`src/design/core_hotplug_load_governor_assert.svh`:
```
// assertion macros shared by the governor rtl
`ifndef CORE_HOTPLUG_LOAD_GOVERNOR_ASSERT_SVH
`define CORE_HOTPLUG_LOAD_GOVERNOR_ASSERT_SVH

`ifndef SYNTH

// antecedent implies consequent in the same cycle
`define CHLG_ASSERT_IMP(lbl, ant, con) \
  lbl: assert property (@(posedge clk) disable iff (!rst_n) (ant) |-> (con)) \
    else $error("assertion failed: implication");

// antecedent implies consequent in the next cycle
`define CHLG_ASSERT_NXT(lbl, ant, con) \
  lbl: assert property (@(posedge clk) disable iff (!rst_n) (ant) |=> (con)) \
    else $error("assertion failed: next-cycle implication");

`else

`define CHLG_ASSERT_IMP(lbl, ant, con)
`define CHLG_ASSERT_NXT(lbl, ant, con)

`endif

`endif

```
`src/design/chlg_pkg.sv`:
```
package chlg_pkg;

  localparam int NUM_CORES_DEF = 4;

  localparam int CFG_IDX_W  = 3;
  localparam int CFG_DATA_W = 48;

  // register indexes of the configuration port
  typedef enum logic [CFG_IDX_W-1:0] {
    REG_ALL_ON_THRESHOLD = 3'd0,
    REG_UP_THRESHOLDS    = 3'd1,
    REG_DOWN_THRESHOLDS  = 3'd2,
    REG_INTERVAL_TABLE   = 3'd3,
    REG_DOWN_PERIODS     = 3'd4,
    REG_UP_PERIOD        = 3'd5,
    REG_LOAD_SCALE       = 3'd6,
    REG_MIN_CORES        = 3'd7
  } cfg_reg_t;

  typedef enum logic [1:0] {
    ACT_NONE        = 2'd0,
    ACT_ONLINE_ONE  = 2'd1,
    ACT_ONLINE_ALL  = 2'd2,
    ACT_OFFLINE_ONE = 2'd3
  } action_t;

  // reset values of the registers
  localparam logic [15:0] RST_ALL_ON_THRESHOLD = 16'd800;
  localparam logic [47:0] RST_UP_THRESHOLDS    = 48'h0001_400D_C064; // 100 220 320 0
  localparam logic [47:0] RST_DOWN_THRESHOLDS  = 48'h0F00_A001_E000; // 0 30 160 240
  localparam logic [31:0] RST_INTERVAL_TABLE   = 32'h3264_9632;      // 50 150 100 50
  localparam logic [15:0] RST_DOWN_PERIODS     = 16'h45A0;           // 0 10 5 4
  localparam logic [3:0]  RST_UP_PERIOD        = 4'd3;
  localparam logic [1:0]  RST_LOAD_SCALE       = 2'd1;
  localparam logic [2:0]  RST_MIN_CORES        = 3'd1;
  localparam logic [3:0]  RST_STREAK           = 4'd1;

  typedef struct packed {
    logic [15:0] all_on_threshold;
    logic [47:0] up_thresholds;
    logic [47:0] down_thresholds;
    logic [31:0] interval_table;
    logic [15:0] down_periods;
    logic [3:0]  up_period;
    logic [1:0]  load_scale;
    logic [2:0]  min_cores;
  } cfg_regs_t;

  typedef struct packed {
    logic [3:0] up_streak;
    logic [3:0] down_streak;
  } streak_t;

  typedef struct packed {
    logic [15:0] load_avg;
    logic [2:0]  cores_online;
  } in_item_t;

  typedef struct packed {
    action_t     action;
    logic [1:0]  target_core;
    logic [2:0]  new_cores_online;
    logic [9:0]  next_interval_ms;
  } out_item_t;

endpackage

```
`src/design/chlg_decide.sv`:
```
module chlg_decide #(
  parameter int NUM_CORES = chlg_pkg::NUM_CORES_DEF
) (
  input  chlg_pkg::cfg_regs_t cfg,
  input  chlg_pkg::in_item_t  item,
  input  chlg_pkg::streak_t   streak,
  output chlg_pkg::out_item_t result,
  output chlg_pkg::streak_t   streak_nxt
);
  import chlg_pkg::*;

  localparam logic [2:0] NCORES = 3'(NUM_CORES);

  logic [2:0]  c_sat;
  logic [1:0]  c_idx;
  logic [2:0]  floor_cores;
  logic [11:0] dn_th;
  logic [11:0] up_th;
  logic [13:0] up_th_scaled;
  logic [3:0]  dn_period;
  logic [2:0]  next_c;
  logic [1:0]  next_idx;
  logic [7:0]  base_ivl;

  always_comb begin
    // clamp the online count into 1..NUM_CORES
    if (item.cores_online == 3'd0) begin
      c_sat = 3'd1;
    end else if (item.cores_online > NCORES) begin
      c_sat = NCORES;
    end else begin
      c_sat = item.cores_online;
    end
    c_idx       = 2'(c_sat - 3'd1);
    floor_cores = (cfg.min_cores == 3'd0) ? 3'd1 : cfg.min_cores;

    dn_th        = cfg.down_thresholds[c_idx*12 +: 12];
    up_th        = cfg.up_thresholds[c_idx*12 +: 12];
    up_th_scaled = 14'(up_th) * 14'(cfg.load_scale);
    dn_period    = cfg.down_periods[c_idx*4 +: 4];

    result.action      = ACT_NONE;
    result.target_core = 2'd0;
    next_c             = c_sat;
    streak_nxt         = streak;

    if ((item.load_avg <= 16'(dn_th)) && (c_sat > floor_cores)) begin
      if (streak.down_streak >= dn_period) begin
        result.action          = ACT_OFFLINE_ONE;
        result.target_core     = c_idx;
        next_c                 = c_sat - 3'd1;
        streak_nxt.down_streak = RST_STREAK;
      end else begin
        streak_nxt.down_streak = streak.down_streak + 4'd1;
      end
      streak_nxt.up_streak = RST_STREAK;
    end else if (c_sat < NCORES) begin
      if (item.load_avg >= cfg.all_on_threshold) begin
        result.action          = ACT_ONLINE_ALL;
        next_c                 = NCORES;
        streak_nxt.down_streak = RST_STREAK;
      end else if (item.load_avg >= 16'(up_th_scaled)) begin
        if (streak.up_streak >= cfg.up_period) begin
          result.action        = ACT_ONLINE_ONE;
          result.target_core   = 2'(c_sat);
          next_c               = c_sat + 3'd1;
          streak_nxt.up_streak = RST_STREAK;
        end else begin
          streak_nxt.up_streak = streak.up_streak + 4'd1;
        end
        streak_nxt.down_streak = RST_STREAK;
      end
    end

    next_idx                = 2'(next_c - 3'd1);
    base_ivl                = cfg.interval_table[next_idx*8 +: 8];
    result.new_cores_online = next_c;
    result.next_interval_ms = 10'(base_ivl) * 10'(cfg.load_scale);
  end

endmodule

```
`src/design/core_hotplug_load_governor.sv`:
```
// core hotplug load governor
// in channel: one transaction per load sample (load_avg, cores_online), in_valid/in_stall
// out channel: one transaction per sample with action, target_core, new_cores_online
//   and next_interval_ms, out_valid/out_stall
// cfg port: cfg_we writes cfg_wdata into register cfg_index at the clock edge, no read-back;
//   only write while no sample is in flight
// latency: a sample accepted at edge n shows on out at edge n+1 (valid after edge n+1),
//   i.e. two register stages: an input register then a result register
// throughput: one sample per cycle; the streak counters are read in the input stage and
//   updated as the sample moves into the result register, so the next sample sees them
// when the receiver stalls the result register holds; the input stage keeps working
//   while the result register is free or being drained, so in_stall only rises once
//   both stages are full
// reset (rst_n low, synchronous): both stages empty, registers back to their defaults,
//   both streak counters at one
module core_hotplug_load_governor #(
  parameter int NUM_CORES = chlg_pkg::NUM_CORES_DEF
) (
  input  logic                                clk,
  input  logic                                rst_n,
  input  logic                                in_valid,
  output logic                                in_stall,
  input  chlg_pkg::in_item_t                  in_data,
  output logic                                out_valid,
  input  logic                                out_stall,
  output chlg_pkg::out_item_t                 out_data,
  input  logic                                cfg_we,
  input  logic [chlg_pkg::CFG_IDX_W-1:0]      cfg_index,
  input  logic [chlg_pkg::CFG_DATA_W-1:0]     cfg_wdata
);
  import chlg_pkg::*;

  `include "core_hotplug_load_governor_assert.svh"

  cfg_regs_t cfg_r, cfg_nxt;
  streak_t   streak_r, streak_nxt;
  logic      s1_valid_r, s1_valid_nxt;
  in_item_t  s1_item_r;
  logic      out_valid_r, out_valid_nxt;
  out_item_t out_item_r;
  out_item_t result;
  logic      s1_adv;
  logic      in_fire;

  // input stage moves on when the result register is empty or draining
  assign s1_adv   = s1_valid_r && (!out_valid_r || !out_stall);
  assign in_stall = s1_valid_r && !s1_adv;
  assign in_fire  = in_valid && !in_stall;

  assign s1_valid_nxt  = in_fire || (s1_valid_r && !s1_adv);
  assign out_valid_nxt = s1_adv || (out_valid_r && out_stall);

  assign out_valid = out_valid_r;
  assign out_data  = out_item_r;

  // decision logic on the registered sample
  chlg_decide #(
    .NUM_CORES (NUM_CORES)
  ) u_decide (
    .cfg        (cfg_r),
    .item       (s1_item_r),
    .streak     (streak_r),
    .result     (result),
    .streak_nxt (streak_nxt)
  );

  // register writes, unknown fields are masked by the field widths
  always_comb begin
    cfg_nxt = cfg_r;
    if (cfg_we) begin
      case (cfg_reg_t'(cfg_index))
        REG_ALL_ON_THRESHOLD: cfg_nxt.all_on_threshold = cfg_wdata[15:0];
        REG_UP_THRESHOLDS:    cfg_nxt.up_thresholds    = cfg_wdata[47:0];
        REG_DOWN_THRESHOLDS:  cfg_nxt.down_thresholds  = cfg_wdata[47:0];
        REG_INTERVAL_TABLE:   cfg_nxt.interval_table   = cfg_wdata[31:0];
        REG_DOWN_PERIODS:     cfg_nxt.down_periods     = cfg_wdata[15:0];
        REG_UP_PERIOD:        cfg_nxt.up_period        = cfg_wdata[3:0];
        REG_LOAD_SCALE:       cfg_nxt.load_scale       = cfg_wdata[1:0];
        REG_MIN_CORES:        cfg_nxt.min_cores        = cfg_wdata[2:0];
        default:              cfg_nxt = cfg_r;
      endcase
    end
  end

  always_ff @(posedge clk) begin
    if (!rst_n) begin
      cfg_r.all_on_threshold <= RST_ALL_ON_THRESHOLD;
      cfg_r.up_thresholds    <= RST_UP_THRESHOLDS;
      cfg_r.down_thresholds  <= RST_DOWN_THRESHOLDS;
      cfg_r.interval_table   <= RST_INTERVAL_TABLE;
      cfg_r.down_periods     <= RST_DOWN_PERIODS;
      cfg_r.up_period        <= RST_UP_PERIOD;
      cfg_r.load_scale       <= RST_LOAD_SCALE;
      cfg_r.min_cores        <= RST_MIN_CORES;
      streak_r.up_streak     <= RST_STREAK;
      streak_r.down_streak   <= RST_STREAK;
      s1_valid_r             <= 1'b0;
      out_valid_r            <= 1'b0;
    end else begin
      cfg_r       <= cfg_nxt;
      s1_valid_r  <= s1_valid_nxt;
      out_valid_r <= out_valid_nxt;
      // streaks follow each sample as it leaves the input stage
      if (s1_adv) begin
        streak_r <= streak_nxt;
      end
    end
  end

  // payload registers, no reset needed
  always_ff @(posedge clk) begin
    if (in_fire) begin
      s1_item_r <= in_data;
    end
    if (s1_adv) begin
      out_item_r <= result;
    end
  end

  // streak counters only ever hold 1..15
  `CHLG_ASSERT_IMP(a_streak_nonzero, 1'b1, (streak_r.up_streak != 4'd0) && (streak_r.down_streak != 4'd0))
  // offlining drops the count to the index of the core switched off
  `CHLG_ASSERT_IMP(a_offline_count, out_valid_r && (out_item_r.action == ACT_OFFLINE_ONE), out_item_r.new_cores_online == 3'(out_item_r.target_core))
  // onlining one core restarts the up streak
  `CHLG_ASSERT_NXT(a_online_resets_up, s1_adv && (result.action == ACT_ONLINE_ONE), streak_r.up_streak == RST_STREAK)
  // the input side is never held off while the result register is free
  `CHLG_ASSERT_IMP(a_no_stall_when_free, !out_valid_r, !in_stall)

endmodule
```
`config.mk`:
```
export PLATFORM = sky130hd
export DESIGN_NAME = core_hotplug_load_governor
export DESIGN_NICKNAME = d
export VERILOG_FILES = /design/src/design/chlg_pkg.sv /design/src/design/chlg_decide.sv /design/src/design/core_hotplug_load_governor.sv
export VERILOG_INCLUDE_DIRS = /design/src /design/src/design
export SDC_FILE = /design/constraint.sdc
export NUM_CORES = 1
export LEC_CHECK = 0
export ABC_AREA = 1
export ABC_CLOCK_PERIOD_IN_PS = 9250
export BUFFER_PORTS_ARGS = -buffer_cell sky130_fd_sc_hd__buf_2
export CAP_MARGIN = 20
export CORE_UTILIZATION = 44
export CTS_CLUSTER_SIZE = 10
export DETAILED_ROUTE_END_ITERATION = 8
export GPL_TIMING_DRIVEN = 1
export HOLD_SLACK_MARGIN = 0.03
export SYNTH_ARGS = -nofsm -noshare
export SYNTH_HDL_FRONTEND = slang
export SYNTH_SLANG_ARGS = --single-unit
```
`constraint.sdc`:
```
create_clock -name clk -period 9.25 [get_ports clk]
set_input_delay 0.4625 -clock clk [delete_from_list [all_inputs] [get_ports clk]]
set_output_delay 0.4625 -clock clk [all_outputs]
set_load 0.02 [all_outputs]
```
==> out/qor.csv <==
metric,value,unit
rsz0062_at_grt,false,
setup_violations,0,
port_buffers,93,
rr_startpoint,s1_item_r[2],
yosys-top-cells-count,"nor2_1 (322), nand2_1 (239), dfxtp_1 (179), o21ai_0 (163), inv_1 (95)",
slew_headroom,39.2,%
synth_nets,1619,
tightest_slew,0.911,ns
overflow,0,
synth_area,11000,µm²
die_w,160,µm
crit_path_end,out_data[8],
final_hold_viol_count,0,
grt_start_max_net_pins,125,
vdd.ir_drop.worst,0.133,mV
critPathKind,reg2reg,
die_h,160,µm
fmax,0.130,GHz
numCtsBuffers,26,
synth_cells,1465,
row_count,57,
crit_slowest_cell,ha_1,
use_met1,35.0,%
ys_dominant_reg_cell,dfxtp_1,
dp_hpwl,21500,µm
via_count,9770,
cts_tree,done,
ys_types,46,
cts.sinks,215,
cp-startpoint,s1_item_r[2],
area_growth,13.6,%
worst_setup_path_start_kind,register,
clock_skew,0.0129,ns
cp.required,9.54,ns
timing.final.crit_share,83.0,%
synth_edf_count,36,
worst-path-buf-inv,6,
die-area,25700,µm²
pre_cts_slack,1.69,ns
hold_class,in2reg,
root_buffer,clkbuf_16,
status,"finished, final reports clean",
ant_nets,0,
finalSetupTns,0,ns
power_leakage,5.79,nW
place_congestion,0.876,
maxCapViolCount,0,
use_met3,2.97,%
routed_via_density,5.25,
grt_util_met2,39.8,%
r2r_end,out_data[8],
cts_max_path_buffers,3,
synthTopCellsByArea,"dfxtp_1 (32%), nor2_1 (11%), edfxtp_1 (9.8%)",
holdBufCountCts,0,
n_antenna_cell,0,
core_region_area,24500,µm²
dr.first_iter.drc_count,790,
grt.busiest_layer,met2,
reg2reg_slack,1.58,ns
wl_per_cell,17.0,µm
ios,94,
power_density,187,nW/µm²
post_cts_buffers,0,
initial_utilization,45.1,%
ys_seq_area_share,42.3,%
cts.clk_slew.worst_paths,0.06,ns
setup_slack,1.58,ns
yosysWarningCount,0,
crit_family,simple AND/OR/NAND/NOR gates,
synth-seq-cells,215,
post_cts_resized,0,
slowest_delay,0.62,ns
htreeDepth,1,
antenna_found_initial,0,
fin_util,51.2,%
async_flop_share,0,%
path_max_fanout,25,
worst_path_most_repeated_cell,nand2_1,
grt_pass1_vias,9204,
drt_pass1_iterations,5,
grt_use_total,24.8,%
yosys.area.top_type_share,32.5,%
cp.depth,48,
reg2regPathDepth,48,
clk_latency,0.54,ns
routed_wl,31600,µm
holdWs,0.103,ns
fin_nets,1679,
cp-end-kind,register,
yosysMostFrequentCell,nor2_1,
arrival,7.97,ns
drc,0,
avgSynthCellArea,7.53,µm²
grt_pass1_wl,50300,µm
report.final.slew_viol_count,0,
drive_gt1_share,11.4,%
yosysTopAreaCell,dfxtp_1,
post-route-min-period,7.67,ns
[layer usage]
metal / wire length, µm / part of all wire, %
met5: 0 / 0
met4: 868 / 2.7
met3: 1830 / 5.8
met2: 14100 / 45
met1: 14800 / 47
[cells by family (layout without fill, tap and decap cells)]
group	Yosys count	in the layout	synth area share (%)
compound gates	300	300	15.4
xor+xnor	18	18	1.43
fa+ha+maj	79	79	9.10
buf+inv	176	249	6.18
flops	215	215	42.3
simple gates	677	677	25.6
[worst reg2reg max path, delay by kind of cell, from the launching register on]
family                     cells  cell delay [ns]
buffers and inverters          6             0.73
AOI/OAI and AO/OA             11             2.03
and+or+nand+nor               26             2.23
adders and majority gates      5             1.94
DFF                            1             0.47
[cell usage in the layout (no fill, tap or decap), types with 2 or more instances in the layout]
master / Yosys / final
nand2_2: 11 / 11
xor2_1: 11 / 11
o22a_1: 14 / 14
inv_2: 5 / 5
dfxtp_1: 179 / 179
nor3_1: 4 / 4
nand4_1: 4 / 4
nor2_1: 322 / 319
o21ai_1: 11 / 10
clkinv_1: 2 / 2
nor2_2: 1 / 3
xnor2_1: 7 / 7
inv_1: 95 / 95
ha_1: 77 / 77
clkbuf_16: 0 / 28
nand2_1: 239 / 239
a21o_1: 3 / 3
a32o_1: 13 / 13
fa_1: 2 / 2
o22ai_1: 3 / 3
buf_4: 0 / 11
clkbuf_1: 61 / 12
nand3_2: 10 / 10
edfxtp_1: 36 / 36
buf_2: 2 / 92
o211ai_1: 12 / 12
a31oi_1: 4 / 4
o21ai_0: 163 / 163
a21oi_1: 68 / 68
nand3_1: 63 / 63
or2_1: 14 / 14
o21bai_1: 2 / 2
nand2_4: 4 / 4
nor2_4: 2 / 3
[where the power goes]
part           internal, W  switching (W)
logic             0.000131       0.000241
clock network     0.000574       0.000386
registers         0.000992      0.0000218
[metrics by stage]
stage	area, µm²	instances	power [W]
3_3_place_gp	11700	1819	0.00140
5_1_grt	12500	1862	0.00246
6_report	12500	1862	0.00235
3_5_place_dp	11700	1819	0.00140
4_1_cts	12500	1860	0.00236
2_1_floorplan	11000	1465	0.00128
[cell type report]
class | instances | area, µm²
Inverter | 103 | 389
Sequential cell | 215 | 4660
Timing Repair Buffer | 105 | 591
Fill cell | 2433 | 11900
Clock buffer | 40 | 746
Tap cell | 324 | 405
Clock inverter | 1 | 30.0
Multi-Input combinational cell | 1074 | 5710
[sequential cells by signal (all words and copies together) (netlist names)]
register / count
out_valid: 1
out_data: 17
streak_r: 8
s1_valid_r: 1
s1_item_r: 19
cfg_r: 169
[worst min-delay path by stage]
stage | from | to | depth (start not counted)
6_report | in_data[17] | s1_item_r[17] | 1
5_1_grt | in_data[17] | s1_item_r[17] | 1
4_1_cts | in_data[3] | s1_item_r[3] | 1
3_5_place_dp | cfg_r[71] | cfg_r[71] | 2
3_3_place_gp | cfg_r[72] | cfg_r[72] | 2
2_1_floorplan | cfg_r[26] | cfg_r[26] | 2
No activity file was read; power rests on OpenSTA's default activity.
